===== src/design/sfc_pkg.sv =====
`timescale 1ns / 1ps
// -----------------------------------------------------------------------------
// sfc_pkg: shared types and helpers for the SPI frame checker
// Request and result layouts, register indexes, status codes and the
// frame builder with odd parity in bit 0.
// -----------------------------------------------------------------------------
package sfc_pkg;

    localparam int unsigned FRAME_W  = 16;
    localparam int unsigned BUDGET_W = 8;

    localparam logic [FRAME_W-1:0]  NIBBLE_MASK  = 16'hF000;
    localparam logic [FRAME_W-1:0]  PARITY_CLEAR = 16'hFFFE;
    localparam logic [FRAME_W-1:0]  PARITY_BIT   = 16'h0001;
    localparam logic [BUDGET_W-1:0] BUDGET_RESET = 8'd3;

    // Request kinds
    typedef enum logic [1:0] {
        KIND_SEND   = 2'd0,
        KIND_REPLY  = 2'd1,
        KIND_RELOAD = 2'd2
    } t_kind;

    // Notification status codes
    typedef enum logic [1:0] {
        ST_OK    = 2'd0,
        ST_FAIL  = 2'd1,
        ST_WRONG = 2'd2
    } t_status;

    // Configuration register indexes
    typedef enum logic {
        REG_DUMMY_COMMAND = 1'b0,
        REG_RETRY_BUDGET  = 1'b1
    } t_reg_idx;

    typedef struct packed {
        logic [1:0]         kind;
        logic [FRAME_W-1:0] default_word;
        logic [FRAME_W-1:0] field_mask;
        logic [FRAME_W-1:0] field_data;
        logic [FRAME_W-1:0] reply_word;
    } t_item;

    typedef struct packed {
        logic               tx_valid;
        logic [FRAME_W-1:0] tx_frame;
        logic               notify_valid;
        logic [1:0]         notify_status;
        logic [FRAME_W-1:0] notify_word;
    } t_result;

    typedef struct packed {
        logic [FRAME_W-1:0]  dummy_command;
        logic [BUDGET_W-1:0] retry_budget;
    } t_cfg;

    // Merge data under mask, then force odd parity through bit 0
    function automatic logic [FRAME_W-1:0] build_frame(
        input logic [FRAME_W-1:0] dflt,
        input logic [FRAME_W-1:0] mask,
        input logic [FRAME_W-1:0] data
    );
        logic [FRAME_W-1:0] f;
        f = ((dflt & ~mask) | (data & mask)) & PARITY_CLEAR;
        if (!(^f)) begin
            f = f | PARITY_BIT;
        end
        return f;
    endfunction

endpackage


===== src/design/sfc_in_if.sv =====
`timescale 1ns / 1ps
// -----------------------------------------------------------------------------
// sfc_in_if: request channel
// Valid/ready channel carrying one send, reply or reload request.
// -----------------------------------------------------------------------------
interface sfc_in_if;
    logic        valid;
    logic        ready;
    logic [1:0]  kind;
    logic [15:0] default_word;
    logic [15:0] field_mask;
    logic [15:0] field_data;
    logic [15:0] reply_word;

    modport source (
        output valid, kind, default_word, field_mask, field_data, reply_word,
        input  ready
    );
    modport sink (
        input  valid, kind, default_word, field_mask, field_data, reply_word,
        output ready
    );
endinterface


===== src/design/sfc_out_if.sv =====
`timescale 1ns / 1ps
// -----------------------------------------------------------------------------
// sfc_out_if: result channel
// Valid/ready channel carrying the transmit frame and the notification.
// -----------------------------------------------------------------------------
interface sfc_out_if;
    logic        valid;
    logic        ready;
    logic        tx_valid;
    logic [15:0] tx_frame;
    logic        notify_valid;
    logic [1:0]  notify_status;
    logic [15:0] notify_word;

    modport source (
        output valid, tx_valid, tx_frame, notify_valid, notify_status, notify_word,
        input  ready
    );
    modport sink (
        input  valid, tx_valid, tx_frame, notify_valid, notify_status, notify_word,
        output ready
    );
endinterface


===== src/design/sfc_cfg_regs.sv =====
`timescale 1ns / 1ps
// -----------------------------------------------------------------------------
// sfc_cfg_regs: configuration registers
// Dummy command frame and retry budget, written through a plain write port.
// -----------------------------------------------------------------------------
module sfc_cfg_regs (
    input  logic          i_clk,
    input  logic          i_rst_n,
    input  logic          i_cfg_we,
    input  logic          i_cfg_idx,
    input  logic [15:0]   i_cfg_data,
    output sfc_pkg::t_cfg o_cfg
);
    import sfc_pkg::*;

    logic [FRAME_W-1:0]  r_dummy_command;
    logic [BUDGET_W-1:0] r_retry_budget;

    // Register writes
    always_ff @(posedge i_clk) begin
        if (!i_rst_n) begin
            r_dummy_command <= '0;
            r_retry_budget  <= BUDGET_RESET;
        end else if (i_cfg_we) begin
            case (i_cfg_idx)
                REG_DUMMY_COMMAND: r_dummy_command <= i_cfg_data;
                REG_RETRY_BUDGET:  r_retry_budget  <= i_cfg_data[BUDGET_W-1:0];
                default: ;
            endcase
        end
    end

    assign o_cfg.dummy_command = r_dummy_command;
    assign o_cfg.retry_budget  = r_retry_budget;

endmodule


===== src/design/sfc_engine.sv =====
`timescale 1ns / 1ps
// -----------------------------------------------------------------------------
// sfc_engine: exchange state and decision logic
// Holds the stored command, dummy-pending flag and retry counter, and forms
// the result for the request in the input register in one pass.
// -----------------------------------------------------------------------------
module sfc_engine (
    input  logic             i_clk,
    input  logic             i_rst_n,
    input  logic             i_fire,
    input  sfc_pkg::t_item   i_item,
    input  sfc_pkg::t_cfg    i_cfg,
    output sfc_pkg::t_result o_res
);
    import sfc_pkg::*;

    logic [FRAME_W-1:0]  r_stored_command, n_stored_command;
    logic                r_dummy_pending,  n_dummy_pending;
    logic [BUDGET_W-1:0] r_retries_left,   n_retries_left;

    logic [FRAME_W-1:0] built;
    logic               reply_zero;
    logic               dummy_miss;
    logic               stored_miss;

    assign built       = build_frame(i_item.default_word, i_item.field_mask,
                                     i_item.field_data);
    assign reply_zero  = (i_item.reply_word == '0);
    assign dummy_miss  = ((i_cfg.dummy_command & NIBBLE_MASK)
                          != (i_item.reply_word & NIBBLE_MASK));
    assign stored_miss = ((r_stored_command & NIBBLE_MASK)
                          != (i_item.reply_word & NIBBLE_MASK));

    // Decision per request kind
    always_comb begin
        n_stored_command = r_stored_command;
        n_dummy_pending  = r_dummy_pending;
        n_retries_left   = r_retries_left;
        o_res            = '0;
        case (i_item.kind)
            KIND_SEND: begin
                n_stored_command = built;
                n_dummy_pending  = 1'b0;
                o_res.tx_valid   = 1'b1;
                o_res.tx_frame   = built;
            end
            KIND_REPLY: begin
                if (!r_dummy_pending) begin
                    // reply to an earlier frame: zero is accepted too
                    if (dummy_miss && !reply_zero) begin
                        o_res.notify_valid  = 1'b1;
                        o_res.notify_status = ST_WRONG;
                        o_res.notify_word   = i_item.reply_word;
                    end else begin
                        n_dummy_pending = 1'b1;
                        o_res.tx_valid  = 1'b1;
                        o_res.tx_frame  = i_cfg.dummy_command;
                    end
                end else if (reply_zero) begin
                    // device lost the command: resend or give up
                    if (r_retries_left != '0) begin
                        n_retries_left  = r_retries_left - 1'b1;
                        n_dummy_pending = 1'b0;
                        o_res.tx_valid  = 1'b1;
                        o_res.tx_frame  = r_stored_command;
                    end else begin
                        o_res.notify_valid  = 1'b1;
                        o_res.notify_status = ST_FAIL;
                        o_res.notify_word   = i_item.reply_word;
                    end
                end else begin
                    o_res.notify_valid  = 1'b1;
                    o_res.notify_status = stored_miss ? ST_WRONG : ST_OK;
                    o_res.notify_word   = i_item.reply_word;
                end
            end
            KIND_RELOAD: begin
                n_retries_left = i_cfg.retry_budget;
            end
            default: ;
        endcase
    end

    // State update when the request leaves the input register
    always_ff @(posedge i_clk) begin
        if (!i_rst_n) begin
            r_stored_command <= '0;
            r_dummy_pending  <= 1'b0;
            r_retries_left   <= '0;
        end else if (i_fire) begin
            r_stored_command <= n_stored_command;
            r_dummy_pending  <= n_dummy_pending;
            r_retries_left   <= n_retries_left;
        end
    end

endmodule


===== src/design/spi_frame_check_with_retry.sv =====
`timescale 1ns / 1ps
// -----------------------------------------------------------------------------
// spi_frame_check_with_retry: SPI master exchange checker with resend budget
// Builds command frames, fetches one-frame-late replies with a dummy frame,
// checks the echoed command nibble and resends on an empty reply.
// -----------------------------------------------------------------------------
// Usage:
//   i_in  : request channel (valid/ready). kind 0 sends a command built from
//           default_word/field_mask/field_data, kind 1 hands in a received
//           reply_word, kind 2 reloads the retry counter from retry_budget.
//   o_res : one result per request: a frame to transmit (tx_valid/tx_frame)
//           and/or a notification (notify_valid/status/word).
//   cfg   : i_cfg_we/i_cfg_idx/i_cfg_data; index 0 dummy command, 1 retry
//           budget. Write only while no request is in flight.
// Pipeline: two register stages (input and result register); a request is
//   decided as it moves from the input register into the result register.
// Throughput: one request per cycle unless the result stalls; the state
//   update is one pass of merge, parity and nibble compare between registers.
// Reset: synchronous, clears both stages, the stored command, the pending
//   flag and the retry counter; budget resets to 3, dummy command to 0.
// Stall: with o_res.ready low the result holds; one more request is still
//   taken into the input register, after which i_in.ready drops.
// -----------------------------------------------------------------------------
module spi_frame_check_with_retry (
    input  logic      i_clk,
    input  logic      i_rst_n,
    sfc_in_if.sink    i_in,
    sfc_out_if.source o_res,
    input  logic      i_cfg_we,
    input  logic      i_cfg_idx,
    input  logic [15:0] i_cfg_data
);
    import sfc_pkg::*;

    t_cfg    cfg;
    t_result res;
    logic    out_free;
    logic    fire;

    logic    r_in_valid;
    t_item   r_item;
    logic    r_out_valid;
    t_result r_res;

    sfc_cfg_regs u_cfg (
        .i_clk      (i_clk),
        .i_rst_n    (i_rst_n),
        .i_cfg_we   (i_cfg_we),
        .i_cfg_idx  (i_cfg_idx),
        .i_cfg_data (i_cfg_data),
        .o_cfg      (cfg)
    );

    // Pipeline flow control
    assign out_free   = !r_out_valid || o_res.ready;
    assign fire       = r_in_valid && out_free;
    assign i_in.ready = !r_in_valid || out_free;

    // Input register
    always_ff @(posedge i_clk) begin
        if (!i_rst_n) begin
            r_in_valid <= 1'b0;
        end else if (i_in.ready) begin
            r_in_valid <= i_in.valid;
        end
    end

    always_ff @(posedge i_clk) begin
        if (i_in.ready && i_in.valid) begin
            r_item.kind         <= i_in.kind;
            r_item.default_word <= i_in.default_word;
            r_item.field_mask   <= i_in.field_mask;
            r_item.field_data   <= i_in.field_data;
            r_item.reply_word   <= i_in.reply_word;
        end
    end

    sfc_engine u_engine (
        .i_clk   (i_clk),
        .i_rst_n (i_rst_n),
        .i_fire  (fire),
        .i_item  (r_item),
        .i_cfg   (cfg),
        .o_res   (res)
    );

    // Result register
    always_ff @(posedge i_clk) begin
        if (!i_rst_n) begin
            r_out_valid <= 1'b0;
        end else if (out_free) begin
            r_out_valid <= r_in_valid;
        end
    end

    always_ff @(posedge i_clk) begin
        if (fire) begin
            r_res <= res;
        end
    end

    assign o_res.valid         = r_out_valid;
    assign o_res.tx_valid      = r_res.tx_valid;
    assign o_res.tx_frame      = r_res.tx_frame;
    assign o_res.notify_valid  = r_res.notify_valid;
    assign o_res.notify_status = r_res.notify_status;
    assign o_res.notify_word   = r_res.notify_word;

endmodule


===== src/flat_wrapper.sv =====
// flat-port wrapper written by rule: the top's interface ports become plain ports
module spi_frame_check_with_retry_flat import sfc_pkg::*;
  (i_clk, i_rst_n, i_cfg_we, i_cfg_idx, i_cfg_data, i_in_valid, i_in_kind, i_in_default_word, i_in_field_mask, i_in_field_data, i_in_reply_word, i_in_ready, o_res_valid, o_res_tx_valid, o_res_tx_frame, o_res_notify_valid, o_res_notify_status, o_res_notify_word, o_res_ready);
  sfc_in_if i_in_i ();
  sfc_out_if o_res_i ();
  input  logic i_clk;
  input  logic i_rst_n;
  input  logic i_cfg_we;
  input  logic i_cfg_idx;
  input  logic [15:0] i_cfg_data;
  input wire logic [$bits(i_in_i.valid)-1:0] i_in_valid;
  input wire logic [$bits(i_in_i.kind)-1:0] i_in_kind;
  input wire logic [$bits(i_in_i.default_word)-1:0] i_in_default_word;
  input wire logic [$bits(i_in_i.field_mask)-1:0] i_in_field_mask;
  input wire logic [$bits(i_in_i.field_data)-1:0] i_in_field_data;
  input wire logic [$bits(i_in_i.reply_word)-1:0] i_in_reply_word;
  output wire logic [$bits(i_in_i.ready)-1:0] i_in_ready;
  output wire logic [$bits(o_res_i.valid)-1:0] o_res_valid;
  output wire logic [$bits(o_res_i.tx_valid)-1:0] o_res_tx_valid;
  output wire logic [$bits(o_res_i.tx_frame)-1:0] o_res_tx_frame;
  output wire logic [$bits(o_res_i.notify_valid)-1:0] o_res_notify_valid;
  output wire logic [$bits(o_res_i.notify_status)-1:0] o_res_notify_status;
  output wire logic [$bits(o_res_i.notify_word)-1:0] o_res_notify_word;
  input wire logic [$bits(o_res_i.ready)-1:0] o_res_ready;
  assign i_in_i.valid = i_in_valid;
  assign i_in_i.kind = i_in_kind;
  assign i_in_i.default_word = i_in_default_word;
  assign i_in_i.field_mask = i_in_field_mask;
  assign i_in_i.field_data = i_in_field_data;
  assign i_in_i.reply_word = i_in_reply_word;
  assign i_in_ready = i_in_i.ready;
  assign o_res_valid = o_res_i.valid;
  assign o_res_tx_valid = o_res_i.tx_valid;
  assign o_res_tx_frame = o_res_i.tx_frame;
  assign o_res_notify_valid = o_res_i.notify_valid;
  assign o_res_notify_status = o_res_i.notify_status;
  assign o_res_notify_word = o_res_i.notify_word;
  assign o_res_i.ready = o_res_ready;
  spi_frame_check_with_retry u_core (.i_clk(i_clk), .i_rst_n(i_rst_n), .i_in(i_in_i), .o_res(o_res_i), .i_cfg_we(i_cfg_we), .i_cfg_idx(i_cfg_idx), .i_cfg_data(i_cfg_data));
endmodule

===== config.mk =====
export PLATFORM = sky130hd
export DESIGN_NAME = spi_frame_check_with_retry_flat
export DESIGN_NICKNAME = d
export VERILOG_FILES = /design/src/design/sfc_pkg.sv /design/src/design/sfc_in_if.sv /design/src/design/sfc_out_if.sv /design/src/design/sfc_cfg_regs.sv /design/src/design/sfc_engine.sv /design/src/design/spi_frame_check_with_retry.sv /design/src/flat_wrapper.sv
export SDC_FILE = /design/constraint.sdc
export NUM_CORES = 1
export LEC_CHECK = 0
export BUFFER_PORTS_ARGS = -buffer_cell sky130_fd_sc_hd__buf_2
export CORE_MARGIN = 5
export CORE_UTILIZATION = 45
export CTS_BUF_LIST = sky130_fd_sc_hd__clkbuf_8
export CTS_CLUSTER_SIZE = 30
export DETAILED_ROUTE_END_ITERATION = 12
export MAX_ROUTING_LAYER = met4
export PLACE_DENSITY = 0.79
export REMOVE_ABC_BUFFERS = 1
export SETUP_SLACK_MARGIN = 0.02
export SLEW_MARGIN = 40
export SYNTH_ARGS = -nofsm -noshare
export SYNTH_HDL_FRONTEND = slang
export SYNTH_SLANG_ARGS = --single-unit

===== constraint.sdc =====
create_clock -name i_clk -period 2.3 [get_ports i_clk]
set_input_delay 0.115 -clock i_clk [delete_from_list [all_inputs] [get_ports i_clk]]
set_output_delay 0.115 -clock i_clk [all_outputs]
set_load 0.05 [all_outputs]

==> summary.txt <==
Run status
  – Outcome: finished clean

Floorplanning
  – I/O Pins: 126
  – Die extent in y: 125 um
  – Die Wd: 125 um
  – # rows: 42
  – Die Area: 15,600 sq um
  – Starting Density: 45.4%
  – Core area: 13,100 sq um

Clocking
  – Clock Pin Slew Worst Setup and Hold Paths: 0.08 ns
  – Clk Latency, worst-skew pair: 0.45 ns
  – H-Tree Depth: 4
  – CTS root buf: clkbuf_8
  – CTS buffer count: 17
  – Clk sink count: 150
  – Maximum clock path buffer count: 2
  – CTS tree: yes

Detailed routing
  – Pre-antenna DRT Iters: 5
  – WL/cell: 15.7 um
  – Remaining antenna violation count: 0
  – 1st-iter DRT viols: 301
  – Post-DR vias/cell: 4.97
  – Drc violations: 0
  – DRT Wirelength: 14,200 um
  – Vias: 4,499

Placed design
  – Port Buffers: 122
  – HPWL after detailed placement: 8890 um
  – GPL Wtd Cong: 0.839
  – Dpl cells: 789

Pwr
  – P per Cell Area: 730 nW/um^2
  – Max VDD drop: 0.554 mV
  – Leak: 3.19 nW

Final layout
  – # fillers: 1,010
  – Fraction of layout cells with a size suffix above 1: 25.4%
  – Multi-input gate area: 1860 sq um
  – Area delta synth->final: 35.8%
  – Post-Layout Cell Count: 906
  – Post-layout util: 61.6%
  – # nets final: 805
  – Register area: 3990 sq um

Yosys
  – Largest family of logic cells by synthesized area: simple AND/OR/NAND/NOR gates
  – Post-synth EDFFs: 99
  – Post-synth top flop: edfxtp_1
  – Yosys cell types: 47
  – Post-synthesis simple-gate area fraction: 15.0%
  – Ys async rst share: 0%
  – Synth area leaders: edfxtp_1, dfxtp_1, nand2_1, a21oi_1, mux2i_1
  – Multiplexer share of the synthesized area: 2.52%
  – Top cells by count, synth: edfxtp_1, nand2_1, a21oi_1, dfxtp_1, nor2_1
  – Most common cell in the netlist: edfxtp_1
  – Seq/Total Area, Yosys: 67.0%
  – Synth Area in Compound Gates: 9.83%
  – Seq cells post-synth: 150
  – Mean area per synthesized cell: 12.0 sq um
  – Netlist Area Pre-Place: 5960 sq um
  – Yosys top cell area share: 49.9%
  – Cells after Synth: 495
  – Post-synthesis xor/xnor area fraction: 3.49%
  – Largest area contributor in the netlist: edfxtp_1
  – Adder-cell share of the synthesized area: 0.210%
  – YS warnings: 0

STA
  – Hold Fails Final Rpt: 0
  – Setup violators final: 0
  – Max Freq: 0.460 GHz
  – Fin. max-slew vios: 0
  – Fin crit share: 94.6%
  – Slew HR: 52.5%
  – Setup Skew: 0.0107 ns
  – Min Clock Period, post-route: 2.18 ns
  – RSZ-0062 raised after global routing: no
  – Worst slew pin tran: 0.713 ns

GRT
  – Vias in the first global route: 4,728
  – Global Route Usage Sum: 19.0%
  – GR Overflow Total: 0
  – Largest net degree at the start of global routing: 47
  – Initial antenna violation count: 1
  – First-pass GRT wire length: 22,900 um

Worst setup path
  – R2r endpoint: u_core.o_res.tx_frame[15]
  – CP arrival: 2.37 ns
  – R2R setup slack: 0.12 ns
  – Cell count of the worst reg-to-reg path: 5
  – CP max FO: 15
  – RR Startpoint: u_core.u_engine.r_retries_left[3]
  – Critical Path Start Type: flip-flop
  – Critical Path RT: 2.50 ns
  – Worst Path Class, Setup: reg2reg
  – CP Capture Type: flip-flop

Job
  – Max-cap violations: 0

Worst hold path
  – Hold path cells: 4
  – Hold_sp: i_cfg_we
  – Hold Path End: u_core.u_cfg.r_retry_budget[2]
  – Worst min-delay path class: in2reg
-- sequential cells by signal, summed over array words and instances, names as in the netlist, 2 cells and up --
signal,flops
u_core.o_res.notify_word,16
u_core.u_engine.r_stored_command,16
u_core.u_engine.r_retries_left,8
u_core.u_cfg.r_retry_budget,8
u_core.u_cfg.r_dummy_command,16
u_core.o_res.notify_status,2
u_core.o_res.tx_frame,16
u_core.r_item,63
-- power breakdown --
group	total, mW	switching [mW]	internal [mW]
Combinational	0.786	0.436	0.350
Sequential	3.09	0.0660	3.02
Clock	2.03	0.975	1.06
-- timing repair --
action,CTS,global route
gates resized for setup,0,1
hold endpoints to repair,90,0
buffers inserted,0,0
setup endpoints to repair,0,1
hold buffers,84,0
-- routing by layer --
metal	track usage, %	vias to the layer above	part of all wire [%]
met1	20.3	2092	39
met4	7.65	0	2.7
met2	33.3	163	53
li1	-	2209	-
met5	-	-	0
met3	5.42	35	5.4
-- per-stage QoR --
stage / power (mW) / cell area [sq um] / setup TNS (ns) / worst slack, ns / hold slack, ns
final: 5.91 / 8090 / 0 / 0.124 / 0.184
after global routing: 6.14 / 8090 / 0 / 0.0377 / 0.179
after CTS: 5.92 / 8080 / 0 / 0.123 / 0.135
after detailed placement: 3.81 / 6840 / 0 / 0.128 / 0.293
after global placement: 3.79 / 6830 / 0 / 0.0988 / 0.291
after floorplan: 3.58 / 5860 / -48.51 / -0.758 / 0.187
-- final cells by class --
class                   instances  area share, %
clock buffers                  17           2.89
multi-input cells             318           23.0
flip-flops and latches        150           49.4
clock inverters                15           2.07
repair buffers                225           19.7
inverters                       4          0.186
diodes                          1         0.0309
well taps                     176           2.72
-- layout by cell type (no fill, tap or decap), types with 3 or more instances in the layout --
cell	n
nor2_1	38
o31ai_1	4
nand2_1	91
inv_1	6
clkinv_4	3
nor4_1	6
edfxtp_1	99
buf_2	122
xnor2_1	16
nor3_1	3
o21ai_0	6
nand3b_1	4
a21oi_1	51
xnor3_1	3
bufinv_16	3
nor2b_1	3
a211oi_1	15
dfxtp_1	51
clkbuf_8	17
buf_4	19
nand3_1	6
nand2b_1	5
clkinvlp_4	4
o21ai_1	4
dlygate4sd3_1	84
mux2i_1	15
and2_1	19
-- worst max path at each step --
stage | slack (ns) | from | endpoint
detailed placement | 0.13 | u_core.u_engine.r_retries_left[3] | u_core.o_res.tx_frame[15]
CTS | 0.12 | u_core.r_item[7] | u_core.u_engine.r_retries_left[5]
global route | 0.04 | u_core.r_item[4] | u_core.u_engine.r_retries_left[0]
floorplan | -0.76 | u_core.o_res.valid | u_core.r_item[0]
global placement | 0.1 | u_core.r_item[7] | u_core.o_res.tx_frame[7]
finish | 0.12 | u_core.u_engine.r_retries_left[3] | u_core.o_res.tx_frame[15]
-- kinds of logic (layout without fill, tap and decap cells) --
| kind of cell | Yosys count | in the layout |
|---|---|---|
| other | 0 | 1 |
| adder cells (fa/ha/maj) | 1 | 1 |
| multiplexers | 15 | 15 |
| XOR/XNOR | 19 | 19 |
| AO/OA/AOI/OAI | 93 | 93 |
| flip-flops | 150 | 150 |
| AND/OR/NAND/NOR | 190 | 190 |
| buffers and inverters | 27 | 261 |
-- worst max-delay path: stages, from the launching register on --
cell	delay, ns
dfxtp_1	0.37
or4_4	0.59
nor3_1	0.48
nor3_4	0.20
a21oi_1	0.20
nand2_1	0.09
(Power assumes the default switching activity.)
